===== src/rtl/core/tlpr_pkg.sv =====
// ----------------------------------------------------------------------------
// tlpr_pkg
// Shared types and constants of the text line pixel renderer.
// ----------------------------------------------------------------------------
package tlpr_pkg;

  // action codes
  localparam logic [1:0] ACT_RENDER     = 2'd0;
  localparam logic [1:0] ACT_LOAD_CHAR  = 2'd1;
  localparam logic [1:0] ACT_LOAD_GLYPH = 2'd2;

  // configuration register indexes
  localparam int CFG_IDX_W  = 3;
  localparam int CFG_DATA_W = 16;
  localparam logic [CFG_IDX_W-1:0] CFG_X_ORIGIN         = 3'd0;
  localparam logic [CFG_IDX_W-1:0] CFG_Y_ORIGIN         = 3'd1;
  localparam logic [CFG_IDX_W-1:0] CFG_TEXT_COLOR       = 3'd2;
  localparam logic [CFG_IDX_W-1:0] CFG_BACKGROUND_COLOR = 3'd3;
  localparam logic [CFG_IDX_W-1:0] CFG_TRANSPARENT_BG   = 3'd4;
  localparam logic [CFG_IDX_W-1:0] CFG_STRING_LENGTH    = 3'd5;

  // glyph rows held per glyph, each 8 bits wide
  localparam int ROWS_STORED = 8;

  // widest string index and glyph column over the parameter ranges
  localparam int IDX_MAX_W = 8;
  localparam int COL_MAX_W = 5;

  typedef struct packed {
    logic [1:0]         action;
    logic signed [15:0] scanline;
    logic signed [15:0] x_pos;
    logic signed [15:0] window_start;
    logic [12:0]        window_width;
    logic [5:0]         char_slot;
    logic [7:0]         char_code;
    logic [2:0]         glyph_row;
    logic [7:0]         glyph_bits;
  } tlpr_in_t;

  typedef struct packed {
    logic        write_pixel;
    logic [15:0] pixel_color;
  } tlpr_out_t;

  typedef struct packed {
    logic signed [15:0] x_origin;
    logic signed [15:0] y_origin;
    logic [15:0]        text_color;
    logic [15:0]        background_color;
    logic               transparent_bg;
    logic [6:0]         string_length;
  } tlpr_cfg_t;

  // store update carried down the pipe to the stage that owns each store
  typedef struct packed {
    logic       ld_char;
    logic       ld_glyph;
    logic [5:0] slot;
    logic [7:0] code;
    logic [2:0] grow;
    logic [7:0] gbits;
  } tlpr_load_t;

  typedef struct packed {
    logic                 hit;
    logic                 row_ok;
    logic [2:0]           row;
    logic [IDX_MAX_W-1:0] idx;
    logic [COL_MAX_W-1:0] col;
    tlpr_load_t           load;
  } tlpr_hit_t;

endpackage


===== src/rtl/core/tlpr_cfg.sv =====
// ----------------------------------------------------------------------------
// tlpr_cfg
// Configuration register bank, written through a plain indexed write port.
// ----------------------------------------------------------------------------
module tlpr_cfg
  import tlpr_pkg::*;
(
  input  logic                  clk,
  input  logic                  rst_n,
  input  logic                  cfg_we,
  input  logic [CFG_IDX_W-1:0]  cfg_idx,
  input  logic [CFG_DATA_W-1:0] cfg_wdata,
  output tlpr_cfg_t             cfg
);

  tlpr_cfg_t cfg_r;
  tlpr_cfg_t cfg_nxt;

  always_comb begin
    cfg_nxt = cfg_r;
    if (cfg_we) begin
      unique case (cfg_idx)
        CFG_X_ORIGIN:         cfg_nxt.x_origin         = cfg_wdata;
        CFG_Y_ORIGIN:         cfg_nxt.y_origin         = cfg_wdata;
        CFG_TEXT_COLOR:       cfg_nxt.text_color       = cfg_wdata;
        CFG_BACKGROUND_COLOR: cfg_nxt.background_color = cfg_wdata;
        CFG_TRANSPARENT_BG:   cfg_nxt.transparent_bg   = cfg_wdata[0];
        CFG_STRING_LENGTH:    cfg_nxt.string_length    = cfg_wdata[6:0];
        default:              cfg_nxt = cfg_r;
      endcase
    end
  end

  always_ff @(posedge clk) begin
    if (!rst_n) begin
      cfg_r.x_origin         <= '0;
      cfg_r.y_origin         <= '0;
      cfg_r.text_color       <= '0;
      cfg_r.background_color <= '0;
      cfg_r.transparent_bg   <= 1'b1;
      cfg_r.string_length    <= '0;
    end else begin
      cfg_r <= cfg_nxt;
    end
  end

  assign cfg = cfg_r;

endmodule


===== config.mk =====
export PLATFORM = sky130hd
export DESIGN_NAME = tlpr_cfg
export DESIGN_NICKNAME = d
export VERILOG_FILES = /design/src/rtl/core/tlpr_pkg.sv /design/src/rtl/core/tlpr_cfg.sv
export SDC_FILE = /design/constraint.sdc
export NUM_CORES = 1
export LEC_CHECK = 0
export BUFFER_PORTS_ARGS = -buffer_cell sky130_fd_sc_hd__buf_2
export CORE_MARGIN = 5
export CORE_UTILIZATION = 45
export CTS_BUF_LIST = sky130_fd_sc_hd__clkbuf_16
export DETAILED_ROUTE_END_ITERATION = 16
export PLACE_DENSITY = 0.78
export SYNTH_ARGS = -nofsm -noshare
export SYNTH_HDL_FRONTEND = slang
export SYNTH_SLANG_ARGS = --single-unit

===== constraint.sdc =====
create_clock -name clk -period 2.6 [get_ports clk]
set_clock_uncertainty 0.1 [all_clocks]
set_input_delay 0.13 -clock clk [delete_from_list [all_inputs] [get_ports clk]]
set_output_delay 0.13 -clock clk [all_outputs]
set_load 0.01 [all_outputs]

After elaboration in Yosys (flattened, before gate mapping)

Index checks and enable logic that the tools add are counted.
Widths: inputs -> output; s select.

Reduce and logical (&&, ||, !) cells: 7
Eq/ne operators: 5

Operator list:

| kind               | count |
|---|---|
| $reduce_and 2->1   | 6 |
| $eq 3x2->1 const B | 2 |
| $eq 3x3->1 const B | 2 |
| $eq 3x1->1 const B | 1 |
| $logic_not 3->1    | 1 |

Logic and storage cells: 18
Register bits: 72

Depth between registers and ports, before layout

Gate-level depths: netlist of run 1.

Depth after elaboration: 2
Depth in mapped cells: 5
Depth with buffers taken out: 2

Least setup slack after synthesis of run 1

Ideal clock, no wire load.

Kind: in2reg
Start: input cfg_idx[1]
End: register cfg_r, in the netlist cfg[56]
Arrival: 1057 ps
Data required time: 2378 ps
Slack: 1321 ps
Stages on the path: 4
Cell sequence: or4b_1 buf_6 buf_12 mux2i_1

Word-level cells in the longest chain between the ends: 2

Ends and longest elaborated chain:

| item                              | line           | source |
|---|---|---|
| start, declared                   | tlpr_cfg.sv:11 | `input logic [CFG_IDX_W-1:0] cfg_idx,` |
| $logic_not 3->1                   | tlpr_cfg.sv:22 | `unique case (cfg_idx)` |
| $reduce_and 2->1 (no source line) | --             |  |
| end signal, assigned              | tlpr_cfg.sv:43 | `cfg_r <= cfg_nxt;` |
| end, declared                     | tlpr_cfg.sv:16 | `tlpr_cfg_t cfg_r;` |

No other way between the ends.
A chain may end at the register's enable or synchronous reset.

Final worst setup path of run 1

Start: input cfg_idx[1]
End: register cfg_r, in the netlist cfg[62]

Same word-level chain as after synthesis.

==> impl_metrics.yaml, run 1 <==
pwr:
  leakage_nw: 1.89
  powerDensity_nw_per_um2: 711
  p_int_mw: 1.92
  pwr-share-comb_pct: 6.1
  clkPwrFrac_pct: 47.6
  power.switching_mw: 0.541
  ir_worst_vdd_mv: 0.406
  seqPwrFrac_pct: 46.3
  swShare_pct: 22.0
clocking:
  cts_tree: "built"
  cts_htree_levels: 3
  clk_latency_ns: 0.32
  root_buffer: "clkbuf_16"
  post_cts_resized: 0
  ctsHoldBuffers: 1
  cts_buffer_depth: 2
  cts_made_buffers: 9
  cts_setup_buffers: 0
  clock-sinks: 72
  path_clk_slew_ns: 0.05
routing:
  drtPass1Iterations: 4
  wl_per_cell_um: 14.3
  vias_per_cell: 4.82
  drc_errors: 0
  drt-total-wl_mm: 6.13
  vias: 2061
  drtAntennaViolNets: 0
  drt_iter0_drc: 56
worst_setup_path:
  criticalPathCategory: "input port to flop"
  crit_fanout: 16
  worstPathRequired_ns: 2.67
  cp-start-kind: "input port"
  arrival_ns: 1.48
  crit_family: "simple AND/OR/NAND/NOR gates"
  worstSetupEndpointType: "flop"
  crit_buf_inv: 1
  path_cells: "buf_2 -> or4b_1 -> mux2i_1"
  slowest_delay_ns: 0.98
  slowest_stage: "or4b_1"
logic_synthesis:
  ys_seq_elements: 72
  syn_avg_cell_area_um2: 10.4
  synth_edf_count: 0
  ys_top_cells_by_count: "nand2_1, dfxtp_1, mux2i_1"
  synth_top_family_by_area: "multiplexers"
  synthCells: 258
  synth_top_area_share_pct: 54.0
  synth_xor_area_share_pct: 0
  synthMuxAreaShare_pct: 27.0
  syn_nets: 280
  synth_cell_type_count: 13
  synth_area_um2: 2670
  synth_most_common_cell: "nand2_1"
  yosys.area_share.simple_pct: 15.1
  async_flop_share_pct: 0
  synth_fa_ha_area_share_pct: 0
  synth_warnings: 0
  yosysSeqAreaShare_pct: 54.0
  ys.flop_type: "dfxtp_1"
  synth-compound-area-share_pct: 0
  yosys-top-cells-area: "dfxtp_1, mux2i_1, nand2_1"
  synth.largest_area_cell: "dfxtp_1"
floorplanning:
  num_rows: 28
  initial_core_util_pct: 45.7
  die_w_um: 87.0
  dieArea_um2: 7580
  coreArea_um2: 5850
  chipHeight_um: 87.0
  pin_count: 94
placement:
  dp_slack_ns: 0.847
  hpwl_mm: 4.30
  dpl.cell_count: 411
  gp_congestion: 0.714
  port_buffers: 93
final_layout:
  largest_reg_flops: 72
  antennaDiodeCount: 0
  instances_no_fill: 428
  drive_gt1_share_pct: 32.0
  nNetsFinal: 370
  fillers: 527
  area_growth_syn_to_layout_pct: 29.7
sta:
  relSlewSlack_pct: 34.7
  finalCritPeriodShare_pct: 54.3
  tns_ns: 0
  hold_viol_final: 0
  whs_ns: 0.0324
  finalWorstSetupSlack_ns: 1.19
  min_period_ns: 1.41
  tightest_slew_ns: 0.979
  fmax_ghz: 0.709
  setup_viol: 0
  rsz0062_at_grt: "false"
  slew_violations: 0
global_route:
  grt_pass1_wl_mm: 9.77
  grt_pass1_vias: 2034
  antenna_found_initial: 0
  overflow: 0
  track_usage_pct: 17.0
  grt_max_degree: 48
run:
  cap_violations: 0
outcome:
  status: "complete, no violations"
min_path:
  hold_path_class: "input port to flop"
-- layer usage --
metal / global-route usage [%] / share of wire, %
met1: 20.0 / 43
met2: 27.9 / 49
met3: 5.77 / 7.3
met4: 7.65 / 1.3
met5: 0 / 0
-- stage by stage --
| step | power (mW) | util, % | area (um2) |
|---|---|---|---|
| 2_1_floorplan | 1.25 | - | 2670 |
| 3_3_place_gp | 1.31 | 54.1 | 3170 |
| 3_5_place_dp | 1.32 | 54.1 | 3170 |
| 4_1_cts | 2.49 | 59.2 | 3460 |
| 5_1_grt | 2.55 | 59.2 | 3460 |
| 6_report | 2.46 | 59.2 | 3460 |
-- worst reg2reg max path: cells and delay by family, from the launching register on --
family	cells	cell delay, ns
flops	1	0.34
mux	1	0.15
simple gates	1	0.06
-- cells in the final DEF, fill, tap and decap left out, types with 2 or more instances in the layout --
cell         n
and4bb_2     2
buf_2       93
buf_4        3
clkbuf_16    9
clkinv_1     2
clkinv_2     2
clkinvlp_4   2
dfxtp_1     72
mux2i_1     72
nand2_1     87
nand4b_1     2
nor2b_1      2
-- layout make-up --
| type | instances | area [um2] | share of cell area [%] |
|---|---|---|---|
| flip-flops and latches | 72 | 1440 | 41.6 |
| multi-input cells | 167 | 1120 | 32.4 |
| repair buffers | 98 | 518 | 15.0 |
| clock buffers | 9 | 225 | 6.50 |
| well taps | 75 | 93.8 | 2.71 |
| clock inverters | 7 | 62.6 | 1.81 |
-- final timing paths --
path / slack (ns) / depth (start not counted) / from / to
min reg2reg: 0.35 / 2 / cfg[52] / cfg[52]
max reg2reg: 1.88 / 2 / cfg[33] / cfg[33]
max: 1.19 / 3 / cfg_idx[1] / cfg[62]
min: 0.03 / 3 / cfg_wdata[14] / cfg[70]
-- power by group through the flow --
stage	sequential (mW)	clock, mW	combinational, mW
global route	1.14	1.24	0.167
CTS	1.14	1.20	0.153
global placement	1.16	0	0.149
detailed placement	1.16	0	0.152
finish	1.14	1.17	0.151
floorplan	1.18	0	0.0787
-- cells by family (layout without fill, tap and decap cells) --
| family | after synthesis | after routing |
|---|---|---|
| and+or+nand+nor | 95 | 95 |
| muxes | 72 | 72 |
| DFF | 72 | 72 |
| buffers and inverters | 19 | 114 |
(Power assumes the default switching activity.)
==> run 2: changes to the inputs <==
CORE_UTILIZATION = 44   (was 45)
PLACE_DENSITY = 0.8   (was 0.78)
clock period = 1.2 ns   (was 2.6 ns; I/O delays follow)
==> run 2 against run 1 <==
Clock power is 110% higher. Core utilization grew 2.3 points. Global-route usage is 0.83 points higher. Setup slack worse by 0.96 ns. Sequential share of layout area fell by 2.1 points. Wire length rose by 5.3%. Power increased by 120%. Final cell count grew 3.3%.
==> impl_metrics.yaml, run 2 (synthesized netlist as in run 1, its figures left out) <==
final_layout:
  drive_gt1_share_pct: 31.9
  fillers: 482
  regArea_um2: 1440
  antennaDiodeCount: 0
  largest_reg_flops: 72
  final_cell_mix: "buf_2, nand2_1, mux2i_1, dfxtp_1, dlygate4sd3_1"
  utilization_pct: 61.6
  nNetsFinal: 385
  area_growth_syn_to_layout_pct: 36.4
  final_common_cell: "buf_2"
  instances_no_fill: 442
  multi_input_area_um2: 1130
min_path:
  hold_path_class: "input port to flop"
pwr:
  p_int_mw: 4.19
  powerDensity_nw_per_um2: 1460
  swShare_pct: 21.3
  pwr-share-comb_pct: 7.1
  clkPwrFrac_pct: 46.4
  ir_worst_vdd_mv: 0.885
  seqPwrFrac_pct: 46.5
  leakage_nw: 1.98
  power.switching_mw: 1.14
global_route:
  track_usage_pct: 17.8
  antenna_found_initial: 0
  grt_max_degree: 40
  overflow: 0
  grt_pass1_wl_mm: 10.5
  grt_pass1_vias: 2106
placement:
  dpl.cell_count: 416
  port_buffers: 93
  hpwl_mm: 4.35
  gp_congestion: 0.736
run:
  cap_violations: 0
worst_setup_path:
  cp-start-kind: "input port"
  worstSetupEndpointType: "flop"
  arrival_ns: 1.07
  criticalPathCategory: "input port to flop"
  worstPathRequired_ns: 1.30
  r2r_slack_ns: 0.48
  crit_fanout: 16
clocking:
  cts_setup_buffers: 0
  root_buffer: "clkbuf_16"
  path_clk_slew_ns: 0.05
  clock-sinks: 72
  cts_htree_levels: 3
  cts_made_buffers: 9
  cts_tree: "built"
  cts_buffer_depth: 2
  clk_latency_ns: 0.32
routing:
  wl_per_cell_um: 14.6
  vias: 2147
  drt_iter0_drc: 73
  drt-total-wl_mm: 6.45
  drtPass1Iterations: 4
  vias_per_cell: 4.86
  drtAntennaViolNets: 0
  drc_errors: 0
sta:
  relSlewSlack_pct: 78.8
  tightest_slew_ns: 0.318
  hold_viol_final: 0
  fmax_ghz: 1.03
  slew_violations: 0
  rsz0062_at_grt: "false"
  setup_viol: 0
  finalCritPeriodShare_pct: 81.1
  min_period_ns: 0.973
floorplanning:
  pin_count: 94
  die_w_um: 87.9
  dieArea_um2: 7730
  chipHeight_um: 87.9
  num_rows: 28
  coreArea_um2: 5920
  initial_core_util_pct: 45.1
outcome:
  status: "complete, no violations"
## run 2: timing repair
item | in CTS | in global routing
resized for setup | 0 | 0
endpoints found under the hold margin | 41 | 0
hold buffers | 11 | 0
## run 2: routing by layer
metal / up-vias / GRT usage [%] / routed length, um
met5: - / 0 / 0
met4: 0 / 8.09 / 115
met3: 9 / 5.27 / 504
met2: 61 / 29.2 / 3120
met1: 1010 / 21.6 / 2710
li1: 1067 / - / -
## run 2: power groups by stage
stage                     Combinational, mW  Clock (mW)  Sequential (mW)
after detailed placement              0.353           0             2.52
after CTS                             0.381        2.53             2.47
final                                 0.379        2.47             2.47
after floorplan                       0.171           0             2.55
after global routing                  0.418        2.63             2.48
after global placement                0.343           0             2.52
## run 2: worst paths after layout
path / from / to / cells past startpoint
worst min register to register: cfg[36] / cfg[36] / 2
worst max register to register: cfg[28] / cfg[28] / 2
worst max-delay path: cfg_idx[0] / cfg[58] / 3
worst min-delay path: cfg_wdata[6] / cfg[14] / 3
## run 2: layout make-up
cell class / count / share of cell area, %
clock inverters: 6 / 1.41
multi-input cells: 167 / 30.9
flip-flops and latches: 72 / 39.5
clock buffers: 9 / 6.18
repair buffers: 113 / 19.4
well taps: 75 / 2.57
## run 2: worst max-delay path, cell delays in order
cell and delay [ns]:
buf_2 0.13, or4b_4 0.70, mux2i_1 0.18
## run 2: stage by stage
stage               hold WS, ns  cell area [um2]  worst slack (ns)  setup TNS, ns  power (mW)
floorplan                 0.126             2680           0.00719              0        2.72
global placement          0.233             3260           -0.0824          -1.30        2.86
detailed placement        0.252             3260            -0.117          -1.70        2.88
CTS                    0.000453             3640             0.221              0        5.38
global route             0.0262             3640             0.177              0        5.52
finish                  0.00563             3640             0.227              0        5.32
