## src/rtl/core/tlpr_pkg.sv

```systemverilog
// ----------------------------------------------------------------------------
// tlpr_pkg
// Shared types and constants of the text line pixel renderer.
// ----------------------------------------------------------------------------
package tlpr_pkg;

  // action codes
  localparam logic [1:0] ACT_RENDER     = 2'd0;
  localparam logic [1:0] ACT_LOAD_CHAR  = 2'd1;
  localparam logic [1:0] ACT_LOAD_GLYPH = 2'd2;

  // configuration register indexes
  localparam int CFG_IDX_W  = 3;
  localparam int CFG_DATA_W = 16;
  localparam logic [CFG_IDX_W-1:0] CFG_X_ORIGIN         = 3'd0;
  localparam logic [CFG_IDX_W-1:0] CFG_Y_ORIGIN         = 3'd1;
  localparam logic [CFG_IDX_W-1:0] CFG_TEXT_COLOR       = 3'd2;
  localparam logic [CFG_IDX_W-1:0] CFG_BACKGROUND_COLOR = 3'd3;
  localparam logic [CFG_IDX_W-1:0] CFG_TRANSPARENT_BG   = 3'd4;
  localparam logic [CFG_IDX_W-1:0] CFG_STRING_LENGTH    = 3'd5;

  // glyph rows held per glyph, each 8 bits wide
  localparam int ROWS_STORED = 8;

  // widest string index and glyph column over the parameter ranges
  localparam int IDX_MAX_W = 8;
  localparam int COL_MAX_W = 5;

  typedef struct packed {
    logic [1:0]         action;
    logic signed [15:0] scanline;
    logic signed [15:0] x_pos;
    logic signed [15:0] window_start;
    logic [12:0]        window_width;
    logic [5:0]         char_slot;
    logic [7:0]         char_code;
    logic [2:0]         glyph_row;
    logic [7:0]         glyph_bits;
  } tlpr_in_t;

  typedef struct packed {
    logic        write_pixel;
    logic [15:0] pixel_color;
  } tlpr_out_t;

  typedef struct packed {
    logic signed [15:0] x_origin;
    logic signed [15:0] y_origin;
    logic [15:0]        text_color;
    logic [15:0]        background_color;
    logic               transparent_bg;
    logic [6:0]         string_length;
  } tlpr_cfg_t;

  // store update carried down the pipe to the stage that owns each store
  typedef struct packed {
    logic       ld_char;
    logic       ld_glyph;
    logic [5:0] slot;
    logic [7:0] code;
    logic [2:0] grow;
    logic [7:0] gbits;
  } tlpr_load_t;

  typedef struct packed {
    logic                 hit;
    logic                 row_ok;
    logic [2:0]           row;
    logic [IDX_MAX_W-1:0] idx;
    logic [COL_MAX_W-1:0] col;
    tlpr_load_t           load;
  } tlpr_hit_t;

endpackage

```

## src/rtl/core/tlpr_geom.sv

```systemverilog
// ----------------------------------------------------------------------------
// tlpr_geom
// Three-stage geometry front end: offsets, box and strip tests, and the split
// of the string-relative x into character index and glyph column.
// ----------------------------------------------------------------------------
module tlpr_geom
  import tlpr_pkg::*;
#(
  parameter int MAX_CHARS = 64,
  parameter int CHAR_W    = 8,
  parameter int CHAR_H    = 8
) (
  input  logic      clk,
  input  logic      rst_n,
  input  tlpr_cfg_t cfg,
  input  logic      in_valid,
  output logic      in_ready,
  input  tlpr_in_t  in_data,
  output logic      hit_valid,
  input  logic      hit_ready,
  output tlpr_hit_t hit_data
);

  localparam int LEN_W   = $clog2(MAX_CHARS + 1);
  localparam int REL_W   = (MAX_CHARS * CHAR_W > 1) ? $clog2(MAX_CHARS * CHAR_W) : 1;
  localparam int L_W     = $clog2(CHAR_W);
  localparam int SHIFT   = REL_W + L_W;
  localparam int PROD_W  = 2 * REL_W + 1;
  localparam int RECIP   = ((1 << SHIFT) + CHAR_W - 1) / CHAR_W;
  localparam int IDX_W   = (MAX_CHARS > 1) ? $clog2(MAX_CHARS) : 1;
  localparam int COL_W   = (CHAR_W > 1) ? $clog2(CHAR_W) : 1;

  logic en1, en2, en3;

  // stage 1: offsets against origin and strip
  logic               s1_v_r;
  logic               s1_render_r;
  logic signed [16:0] s1_row_r,  s1_row_nxt;
  logic signed [16:0] s1_rel_r,  s1_rel_nxt;
  logic signed [16:0] s1_wrel_r, s1_wrel_nxt;
  logic [12:0]        s1_wwidth_r;
  logic [LEN_W-1:0]   s1_len_r,  s1_len_nxt;
  tlpr_load_t         s1_load_r, s1_load_nxt;

  // stage 2: window tests and quotient
  logic               s2_v_r;
  logic               s2_hit_r, s2_hit_nxt;
  logic [REL_W-1:0]   s2_rel_r;
  logic [IDX_W-1:0]   s2_idx_r, s2_idx_nxt;
  logic               s2_row_lt8_r;
  logic [2:0]         s2_row_r;
  tlpr_load_t         s2_load_r;
  logic [16:0]        s2_span;
  logic               row_ok, x_ok, w_ok;
  logic [REL_W-1:0]   rel_n;
  logic [PROD_W-1:0]  prod;

  // stage 3: remainder
  logic               s3_v_r;
  tlpr_hit_t          s3_r, s3_nxt;
  logic [REL_W-1:0]   col_full;

  assign en3      = !s3_v_r || hit_ready;
  assign en2      = !s2_v_r || en3;
  assign en1      = !s1_v_r || en2;
  assign in_ready = en1;

  assign s1_row_nxt  = {in_data.scanline[15], in_data.scanline}
                     - {cfg.y_origin[15], cfg.y_origin};
  assign s1_rel_nxt  = {in_data.x_pos[15], in_data.x_pos}
                     - {cfg.x_origin[15], cfg.x_origin};
  assign s1_wrel_nxt = {in_data.x_pos[15], in_data.x_pos}
                     - {in_data.window_start[15], in_data.window_start};
  assign s1_len_nxt  = (int'(cfg.string_length) > MAX_CHARS) ? LEN_W'(MAX_CHARS)
                                                             : LEN_W'(cfg.string_length);

  always_comb begin
    s1_load_nxt.ld_char  = (in_data.action == ACT_LOAD_CHAR) &&
                           (int'(in_data.char_slot) < MAX_CHARS);
    s1_load_nxt.ld_glyph = (in_data.action == ACT_LOAD_GLYPH);
    s1_load_nxt.slot     = in_data.char_slot;
    s1_load_nxt.code     = in_data.char_code;
    s1_load_nxt.grow     = in_data.glyph_row;
    s1_load_nxt.gbits    = in_data.glyph_bits;
  end

  // string box width in pixels
  assign s2_span    = 17'(int'(s1_len_r) * CHAR_W);
  assign row_ok     = !s1_row_r[16] && (s1_row_r[15:0] < 16'(CHAR_H));
  assign x_ok       = !s1_rel_r[16] && ({1'b0, s1_rel_r[15:0]} < s2_span);
  assign w_ok       = !s1_wrel_r[16] && (s1_wrel_r[15:0] < {3'b000, s1_wwidth_r});
  assign s2_hit_nxt = s1_render_r && row_ok && x_ok && w_ok;

  // divide by the glyph width through an exact reciprocal
  assign rel_n      = s1_rel_r[REL_W-1:0];
  assign prod       = PROD_W'(rel_n) * PROD_W'(RECIP);
  assign s2_idx_nxt = prod[SHIFT +: IDX_W];

  assign col_full = s2_rel_r - REL_W'(int'(s2_idx_r) * CHAR_W);

  always_comb begin
    s3_nxt.hit    = s2_hit_r;
    s3_nxt.row_ok = s2_row_lt8_r;
    s3_nxt.row    = s2_row_r;
    s3_nxt.idx    = IDX_MAX_W'(s2_idx_r);
    s3_nxt.col    = COL_MAX_W'(col_full[COL_W-1:0]);
    s3_nxt.load   = s2_load_r;
  end

  always_ff @(posedge clk) begin
    if (!rst_n) begin
      s1_v_r <= 1'b0;
      s2_v_r <= 1'b0;
      s3_v_r <= 1'b0;
    end else begin
      if (en1) s1_v_r <= in_valid;
      if (en2) s2_v_r <= s1_v_r;
      if (en3) s3_v_r <= s2_v_r;
    end
  end

  always_ff @(posedge clk) begin
    if (en1) begin
      s1_render_r <= (in_data.action == ACT_RENDER);
      s1_row_r    <= s1_row_nxt;
      s1_rel_r    <= s1_rel_nxt;
      s1_wrel_r   <= s1_wrel_nxt;
      s1_wwidth_r <= in_data.window_width;
      s1_len_r    <= s1_len_nxt;
      s1_load_r   <= s1_load_nxt;
    end
    if (en2) begin
      s2_hit_r     <= s2_hit_nxt;
      s2_rel_r     <= rel_n;
      s2_idx_r     <= s2_idx_nxt;
      s2_row_lt8_r <= (s1_row_r[15:0] < 16'(ROWS_STORED));
      s2_row_r     <= s1_row_r[2:0];
      s2_load_r    <= s1_load_r;
    end
    if (en3) begin
      s3_r <= s3_nxt;
    end
  end

  assign hit_valid = s3_v_r;
  assign hit_data  = s3_r;

endmodule

```

## config.mk

```make
export PLATFORM = sky130hd
export DESIGN_NAME = tlpr_geom
export DESIGN_NICKNAME = d
export VERILOG_FILES = /design/src/rtl/core/tlpr_pkg.sv /design/src/rtl/core/tlpr_geom.sv
export SDC_FILE = /design/constraint.sdc
export NUM_CORES = 1
export LEC_CHECK = 0
export BUFFER_PORTS_ARGS = -buffer_cell sky130_fd_sc_hd__buf_2
export CORE_MARGIN = 3
export CORE_UTILIZATION = 58
export CTS_CLUSTER_DIAMETER = 100
export DETAILED_ROUTE_END_ITERATION = 16
export PLACE_DENSITY_LB_ADDON = 0.25
export REMOVE_ABC_BUFFERS = 1
export SLEW_MARGIN = 30
export SYNTH_ARGS = -nofsm -noshare
export SYNTH_HDL_FRONTEND = slang
export SYNTH_SLANG_ARGS = --single-unit
```

## constraint.sdc

```tcl
create_clock -name clk -period 12.62 [get_ports clk]
set_input_delay 2.524 -clock clk [delete_from_list [all_inputs] [get_ports clk]]
set_output_delay 2.524 -clock clk [all_outputs]
set_load 0.03 [all_outputs]
```

Word-level counts from Yosys, hierarchy flattened

Cells that the tools add are included.

Bits in registers: 184
Bits of input ports: 164
Output and inout bits: 47
Logic and storage cells: 63

Add/subtract/negate cells: 4
$lt $le $gt $ge: 4
Eq/ne operators: 2
Reduce and logical (&&, ||, !) cells: 16

Operators by type and width:

| kind                                                  | count |
|---|---|
| subtractor 16 x 16 -> 17 bit                          | 3 |
| < comparator 16 x 10 -> 1 bit                         | 1 |
| < comparator 16 x 13 -> 1 bit                         | 1 |
| < comparator 16 x 4 -> 1 bit (second input constant)  | 1 |
| greater-than comparator 7 bit (second input constant) | 1 |
| logical AND 1 bit                                     | 6 |
| logical NOT 1 bit                                     | 6 |
| logical OR 1 bit                                      | 3 |
| subtractor 3 x 1 -> 3 bit (second input constant)     | 1 |
| == test 2 x 1 -> 1 bit (second input constant)        | 1 |
| == test 2 bit (second input constant)                 | 1 |
| logical NOT 2 bit                                     | 1 |

Longest topological paths before layout

Gate-level depths: netlist of run 1.

Depth in word-level cells: 5
Depth in mapped cells: 8
Depth with buffers taken out: 8

Least setup slack after synthesis of run 1

OpenSTA, ideal clock, no wires.

Path kind: input to output
Start: input hit_ready
End: output in_ready
Arrival: 5.222 ns
Required time: 10.096 ns
Setup slack: 4.874 ns
Stages on the path: 2
Path buffers: 0
Cell sequence: nor2b_1 > nand3_1

Longest elaborated chain between the ends: 3

RTL lines:

| element          | line            | RTL |
|---|---|---|
| from (decl)      | tlpr_geom.sv:20 | `input logic hit_ready,` |
| logical OR 1 bit | tlpr_geom.sv:63 | `assign en3 = !s3_v_r \|\| hit_ready;` |
| logical OR 1 bit | tlpr_geom.sv:64 | `assign en2 = !s2_v_r \|\| en3;` |
| logical OR 1 bit | tlpr_geom.sv:65 | `assign en1 = !s1_v_r \|\| en2;` |
| to (decl)        | tlpr_geom.sv:17 | `output logic in_ready,` |

No other way between the ends.

Worst setup path in the final report of run 1

Same ends and word-level chain as after synthesis.

==> out/results.tsv, run 1 <==
stage	metric	value	unit
yosys	ys_seq_elements	184	
drt	wl	17400	microns
worst_setup_path	cp.required	10.10	ns
cts	cts_sinks	184	
timing	tns	0	ns
pwr	p_per_area	144	mW/mm^2
yosys	synth_top_area_share	60.9	%
floorplan	die_w	130	microns
drt	first_pass_iters	5	
global_route	first_global_vias	5830	
yosys	synth-edff-count	181	
worst_setup_path	crit_arrival	4.02	ns
yosys	synth_cells	696	
yosys	seq_area_frac_synth	61.6	%
cells_and_area	nets	1108	
cells_and_area	antennaDiodeCount	0	
timing	fmax	153	MHz
drt	vias	5965	
yosys	synth.distinct_cells	62	
timing	fin_crit	6.54	ns
worst_setup_path	crit_path_end_kind	output pin	
yosys	yosysMostFrequentCell	edfxtp_1	
yosys	synth_ff_type	edfxtp_1	
floorplan	die_area	0.0169	sq mm
worst_setup_path	cp_max_fo	39	
pwr	ir_worst_vdd	0.0000975	V
drt	vias_per_cell	5.56	
cts	clk_pin_slew	0.07	ns
cts	cts_setup_buffers	0	
placement	place_area	0.00998	sq mm
drt	drc	0	
global_route	grt_max_degree	64	
status	status	finished, final reports clean	
floorplan	start_util	60.3	%
drt	ant_nets	0	
timing	tightest_slew	0.777	ns
worst_setup_path	critPathLaunchType	input port	
placement	gp_congestion	0.847	
floorplan	ios	211	
floorplan	die_h	130	microns
cts	root_buffer	clkbuf_16	
global_route	grtUsageTotal	21.0	%
worst_setup_path	ff2ff_setup_slack	10.31	ns
cts	cts.htree.levels	4	
cts	clock_latency	0.42	ns
cts	ctsResizeCount	0	
timing	fin_skew	0.0103	ns
yosys	ys_async_sr_fraction	0	%
timing	hold_viol_final	0	
yosys	synth_area	0.00892	sq mm
timing	rsz0062_at_grt	false	
yosys	synth_area_per_cell	12.8	sq um
pwr	p_leak	4.71	nW
global_route	antenna_found_initial	0	
placement	dp_hpwl	13100	microns
worst_setup_path	worstSetupPathType	in2out	
yosys	yosys_warnings	0	
yosys	yosys.area.top_type	edfxtp_1	
timing	setup-violations-final	0	
cts	hold_buffers	0	
timing	slew_viol_final	0	
cts	cts_tree	yes	
cts	clock_path_buffers	2	
yosys	synth_commonest_cells	edfxtp_1, inv_1, ha_1	
drt	drtIter0Drc	348	
yosys	synthTopCellsByArea	edfxtp_1, ha_1, inv_1	
cells_and_area	final_core_util	71.5	%
global_route	grt_first_pass_wirelength	27700	microns
cells_and_area	fin_area	0.0106	sq mm
drt	avgRoutedWirePerCell	16.2	microns
floorplan	rows	44	
timing	max_slew_margin	48.2	%
cells_and_area	drive_above_1_share	24.5	%
run	cap_violations	0	
pwr	power.total	0.00153	W
worst_hold_path	hold_class	reg2reg	
placement	place.port_buffers	173	
cells_and_area	area_delta_synth_final	18.7	%
timing	fin_crit_sh	51.9	%
cts	cts_buffers	17	
timing	holdWs	0.420	ns
global_route	overflow	0	
floorplan	coreArea	0.0148	sq mm
-- layer usage --
metal / GRT usage [%] / vias up / share of wire [%]
li1: - / 2934 / -
met1: 27.5 / 2775 / 44
met2: 34.8 / 230 / 49
met3: 4.71 / 26 / 6.0
met4: 7.21 / 0 / 1.8
met5: 0 / - / 0
-- worst max-delay path, cell delays in order --
cell and delay [ns]:
buf_2 0.10, nor2b_1 0.46, nand3_4 0.53, buf_2 0.38
-- final timing paths --
kind / endpoint / start / cells past startpoint
worst max register to register: s1_load_r[26] / hit_valid / 3
worst min-delay path: s2_load_r[10] / s1_load_r[10] / 0
worst min register to register: s2_load_r[10] / s1_load_r[10] / 0
worst max-delay path: in_ready / hit_ready / 4
-- per-stage QoR --
stage	cells	worst slack, ns
after floorplan	681	4.87
after global placement	1040	6.24
after detailed placement	1040	6.14
after CTS	1072	6.16
after global routing	1072	5.97
final	1072	6.08
-- final cells by class --
| cell class | instances | area (sq um) |
|---|---|---|
| Fill cell | 1020 | 4220 |
| Clock buffer | 17 | 425 |
| Sequential cell | 184 | 5500 |
| Timing Repair Buffer | 175 | 881 |
| Multi-Input combinational cell | 409 | 3040 |
| Inverter | 88 | 330 |
| Clock inverter | 15 | 184 |
| Tap cell | 184 | 230 |
-- cell usage in the layout (no fill, tap or decap), types with 4 or more instances in the layout --
master | Yosys | routed
edfxtp_1 | 181 | 181
nand4_1 | 8 | 8
and4_1 | 4 | 4
nor3_1 | 9 | 9
buf_2 | 2 | 173
o31a_1 | 4 | 4
inv_1 | 88 | 87
a211oi_1 | 7 | 7
o21a_1 | 10 | 10
nand2b_1 | 15 | 15
nand2_1 | 26 | 25
xnor2_1 | 19 | 19
o311ai_0 | 5 | 5
o211ai_1 | 10 | 10
a21o_1 | 17 | 17
nor2_1 | 37 | 37
clkinv_8 | 0 | 4
xor2_1 | 9 | 9
clkbuf_16 | 0 | 17
a311oi_1 | 4 | 4
o21bai_1 | 4 | 4
conb_1 | 1 | 4
a21oi_1 | 43 | 43
a31oi_1 | 5 | 5
ha_1 | 66 | 66
nand3_1 | 11 | 10
nor4_1 | 6 | 6
nor2b_1 | 14 | 14
and3_1 | 7 | 7
o21ai_0 | 18 | 18
-- registers in the layout, summed over array words and instances (netlist names), 3 cells and up --
name and cells:
hit_data 41, s1_len_r 7, s1_load_r 27, s1_rel_r 17
s1_row_r 17, s1_wrel_r 17, s1_wwidth_r 13, s2_idx_r 6
s2_load_r 27, s2_rel_r 3, s2_row_r 3
-- report_power, final --
| part | total, W | switching [W] | internal (W) |
|---|---|---|---|
| combinational | 0.000240 | 0.000141 | 0.0000986 |
| sequential | 0.000769 | 0.0000205 | 0.000748 |
| clock | 0.000522 | 0.000238 | 0.000284 |
-- kinds of logic after synthesis --
logic type	Yosys count	synth area share (%)
AO/OA/AOI/OAI	156	12.0
XOR/XNOR	28	2.75
adder cells (fa/ha/maj)	69	9.93
buffers and inverters	106	4.66
flip-flops	184	61.6
multiplexers	1	0.126
other	1	0.0420
AND/OR/NAND/NOR	151	8.90
(Power assumes the default switching activity.)
==> run 2, diff against run 1 <==
Settings changed: CORE_UTILIZATION 58 to 54.
Clock period 12.62 ns to 6.68 ns, I/O delays scaled along.
==> out/results.tsv, run 2 (synthesis gave the netlist of run 1 again) <==
stage	metric	value	unit	change
cells_and_area	nFillCells	1192		+17%
cells_and_area	nets	1108		unchanged
cells_and_area	drive_above_1_share	24.4	%	-0.11 points
worst_setup_path	cp_max_fo	47		+21%
drt	avgRoutedWirePerCell	16.3	microns	+0.56%
cts	cts.htree.levels	4		unchanged
floorplan	die_w	135	microns	+3.5%
global_route	grt_first_pass_wirelength	28800	microns	+4.1%
drt	wl	18000	microns	+3.6%
timing	max_slew_margin	53.2	%	+5.0 points
worst_setup_path	cp_common_cell	buf_2		
placement	dp_hpwl	13600	microns	+4.1%
timing	rsz0062_at_grt	false		
status	status	finished, final reports clean		
timing	slew_viol_final	0		unchanged
drt	drtIter0Drc	290		-17%
placement	gp_congestion	0.832		-1.8%
global_route	overflow	0		unchanged
floorplan	start_util	55.8	%	-4.5 points
cts	clock_latency	0.42	ns	about the same
global_route	grtUsageTotal	20.2	%	-0.81 points
cts	root_buffer	clkbuf_16		
cts	clock_path_buffers	2		unchanged
timing	setup-violations-final	0		unchanged
worst_hold_path	hold_class	reg2reg		
cells_and_area	antennaDiodeCount	0		unchanged
worst_setup_path	cp_top_family	simple AND/OR/NAND/NOR gates		
worst_setup_path	slowest_delay	0.59	ns	+0.06 ns
worst_setup_path	critPathLaunchType	input port		
timing	tightest_slew	0.702	ns	-0.0748 ns
cells_and_area	multi_input_area	0.00304	sq mm	unchanged
timing	fin_crit	4.27	ns	
cts	clk_pin_slew	0.07	ns	about the same
worst_setup_path	cp.required	5.34	ns	-4.76 ns
pwr	p_leak	4.70	nW	-0.27%
global_route	first_global_vias	5894		+1.1%
run	cap_violations	0		unchanged
floorplan	rows	46		+4.5%
timing	fin_crit_sh	63.9	%	
placement	place.port_buffers	173		unchanged
worst_setup_path	crit_path_end_kind	output pin		
worst_setup_path	ff2ff_setup_slack	4.33	ns	-5.98 ns
floorplan	die_h	135	microns	+3.5%
cts	cts_setup_buffers	0		unchanged
cells_and_area	final_common_cell	edfxtp_1		
worst_setup_path	timing.critical_path.buf_inv	2		unchanged
pwr	p_per_area	270	mW/mm^2	+87%
cts	hold_buffers	0		unchanged
cts	cts_sinks	184		unchanged
worst_setup_path	reg2reg_to	s1_len_r[6]		
pwr	ir_worst_vdd	0.000174	V	+78%
drt	first_pass_iters	5		unchanged
cells_and_area	seq_area	0.00550	sq mm	unchanged
cells_and_area	area_delta_synth_final	18.8	%	
timing	fin_skew	0.0147	ns	+0.00434 ns
drt	drc	0		unchanged
worst_setup_path	slowest_stage	nand3_4		
worst_setup_path	worstSetupPathType	in2out		
cells_and_area	finalNonFillerCells	1104		+3.0%
drt	ant_nets	0		unchanged
worst_hold_path	hold_path_end	hit_data[44]		
timing	fmax	234	MHz	
worst_setup_path	path_cells	buf_2 -> nor2b_1 -> nand3_4 -> buf_2		
floorplan	ios	211		unchanged
drt	vias_per_cell	5.44		-2.2%
timing	tns	0	ns	unchanged
cts	ctsResizeCount	0		unchanged
cells_and_area	largest_reg_flops	41		unchanged
floorplan	coreArea	0.0160	sq mm	+8.0%
worst_setup_path	r2r_cells	3		unchanged
cells_and_area	layout_common_cells	edfxtp_1, buf_2, inv_1, ha_1, a21oi_1		
worst_hold_path	hold_depth	0		unchanged
worst_setup_path	crit_arrival	2.93	ns	-1.09 ns
worst_hold_path	worstHoldStart	s2_hit_r		
timing	hold_viol_final	0		unchanged
worst_setup_path	timing.rr.start	hit_valid		
placement	dpl.cell_count	1072		+3.1%
cts	cts_tree	yes		
global_route	antenna_found_initial	1		+1
cts	cts_buffers	17		unchanged
global_route	grt_max_degree	56		-13%
drt	vias	6006		+0.69%
floorplan	die_area	0.0181	sq mm	+7.1%
[run 2: layout make-up]
class / count / area share (%)
Sequential cell: 184 / 51.8
Clock inverter: 14 / 1.44
Tap cell: 216 / 2.55
Multi-Input combinational cell: 409 / 28.7
Timing Repair Buffer: 175 / 8.31
Clock buffer: 18 / 4.05
Inverter: 88 / 3.12
[run 2: metrics by stage]
step / hold slack (ns) / setup slack (ns) / area, sq um / total power [W] / util [%]
after floorplan: 0.400 / 1.31 / 8850 / 0.00178 / -
after global placement: 0.400 / 2.55 / 10000 / 0.00191 / 62.6
after detailed placement: 0.405 / 2.46 / 10000 / 0.00193 / 62.6
after CTS: 0.416 / 2.47 / 10600 / 0.00288 / 66.2
after global routing: 0.420 / 2.23 / 10600 / 0.00299 / 66.3
final: 0.414 / 2.41 / 10600 / 0.00286 / 66.3
[run 2: how the worst max path moves through the flow]
stage | from | endpoint | slack [ns] | cells past startpoint
floorplan | hit_ready | in_ready | 1.31 | 2
global placement | hit_ready | in_ready | 2.55 | 4
detailed placement | hit_ready | in_ready | 2.46 | 4
CTS | hit_ready | in_ready | 2.47 | 4
global route | hit_ready | in_ready | 2.23 | 4
finish | hit_ready | in_ready | 2.41 | 4
[run 2: per-layer routing]
metal	wire (microns)	part of all wire [%]	track usage, %
met1	8000	45	26.9
met2	8650	48	33.3
met3	916	5.1	3.95
met4	390	2.2	7.18
met5	13	0.072	0
[run 2: report_power, final]
| group | leakage (nW) | internal (W) | switching [W] | total [W] |
|---|---|---|---|---|
| Clock | 0.278 | 0.000502 | 0.000455 | 0.000956 |
| Combinational | 2.46 | 0.000186 | 0.000269 | 0.000455 |
| Sequential | 1.96 | 0.00141 | 0.0000366 | 0.00145 |
| Total | 4.70 | 0.00210 | 0.000760 | 0.00286 |
[run 2: worst reg2reg max path: cells and delay by family, from the launching register on]
kind	cells	cell delay [ns]
simple gates	2	1.07
flops	1	0.32
buf+inv	1	0.60
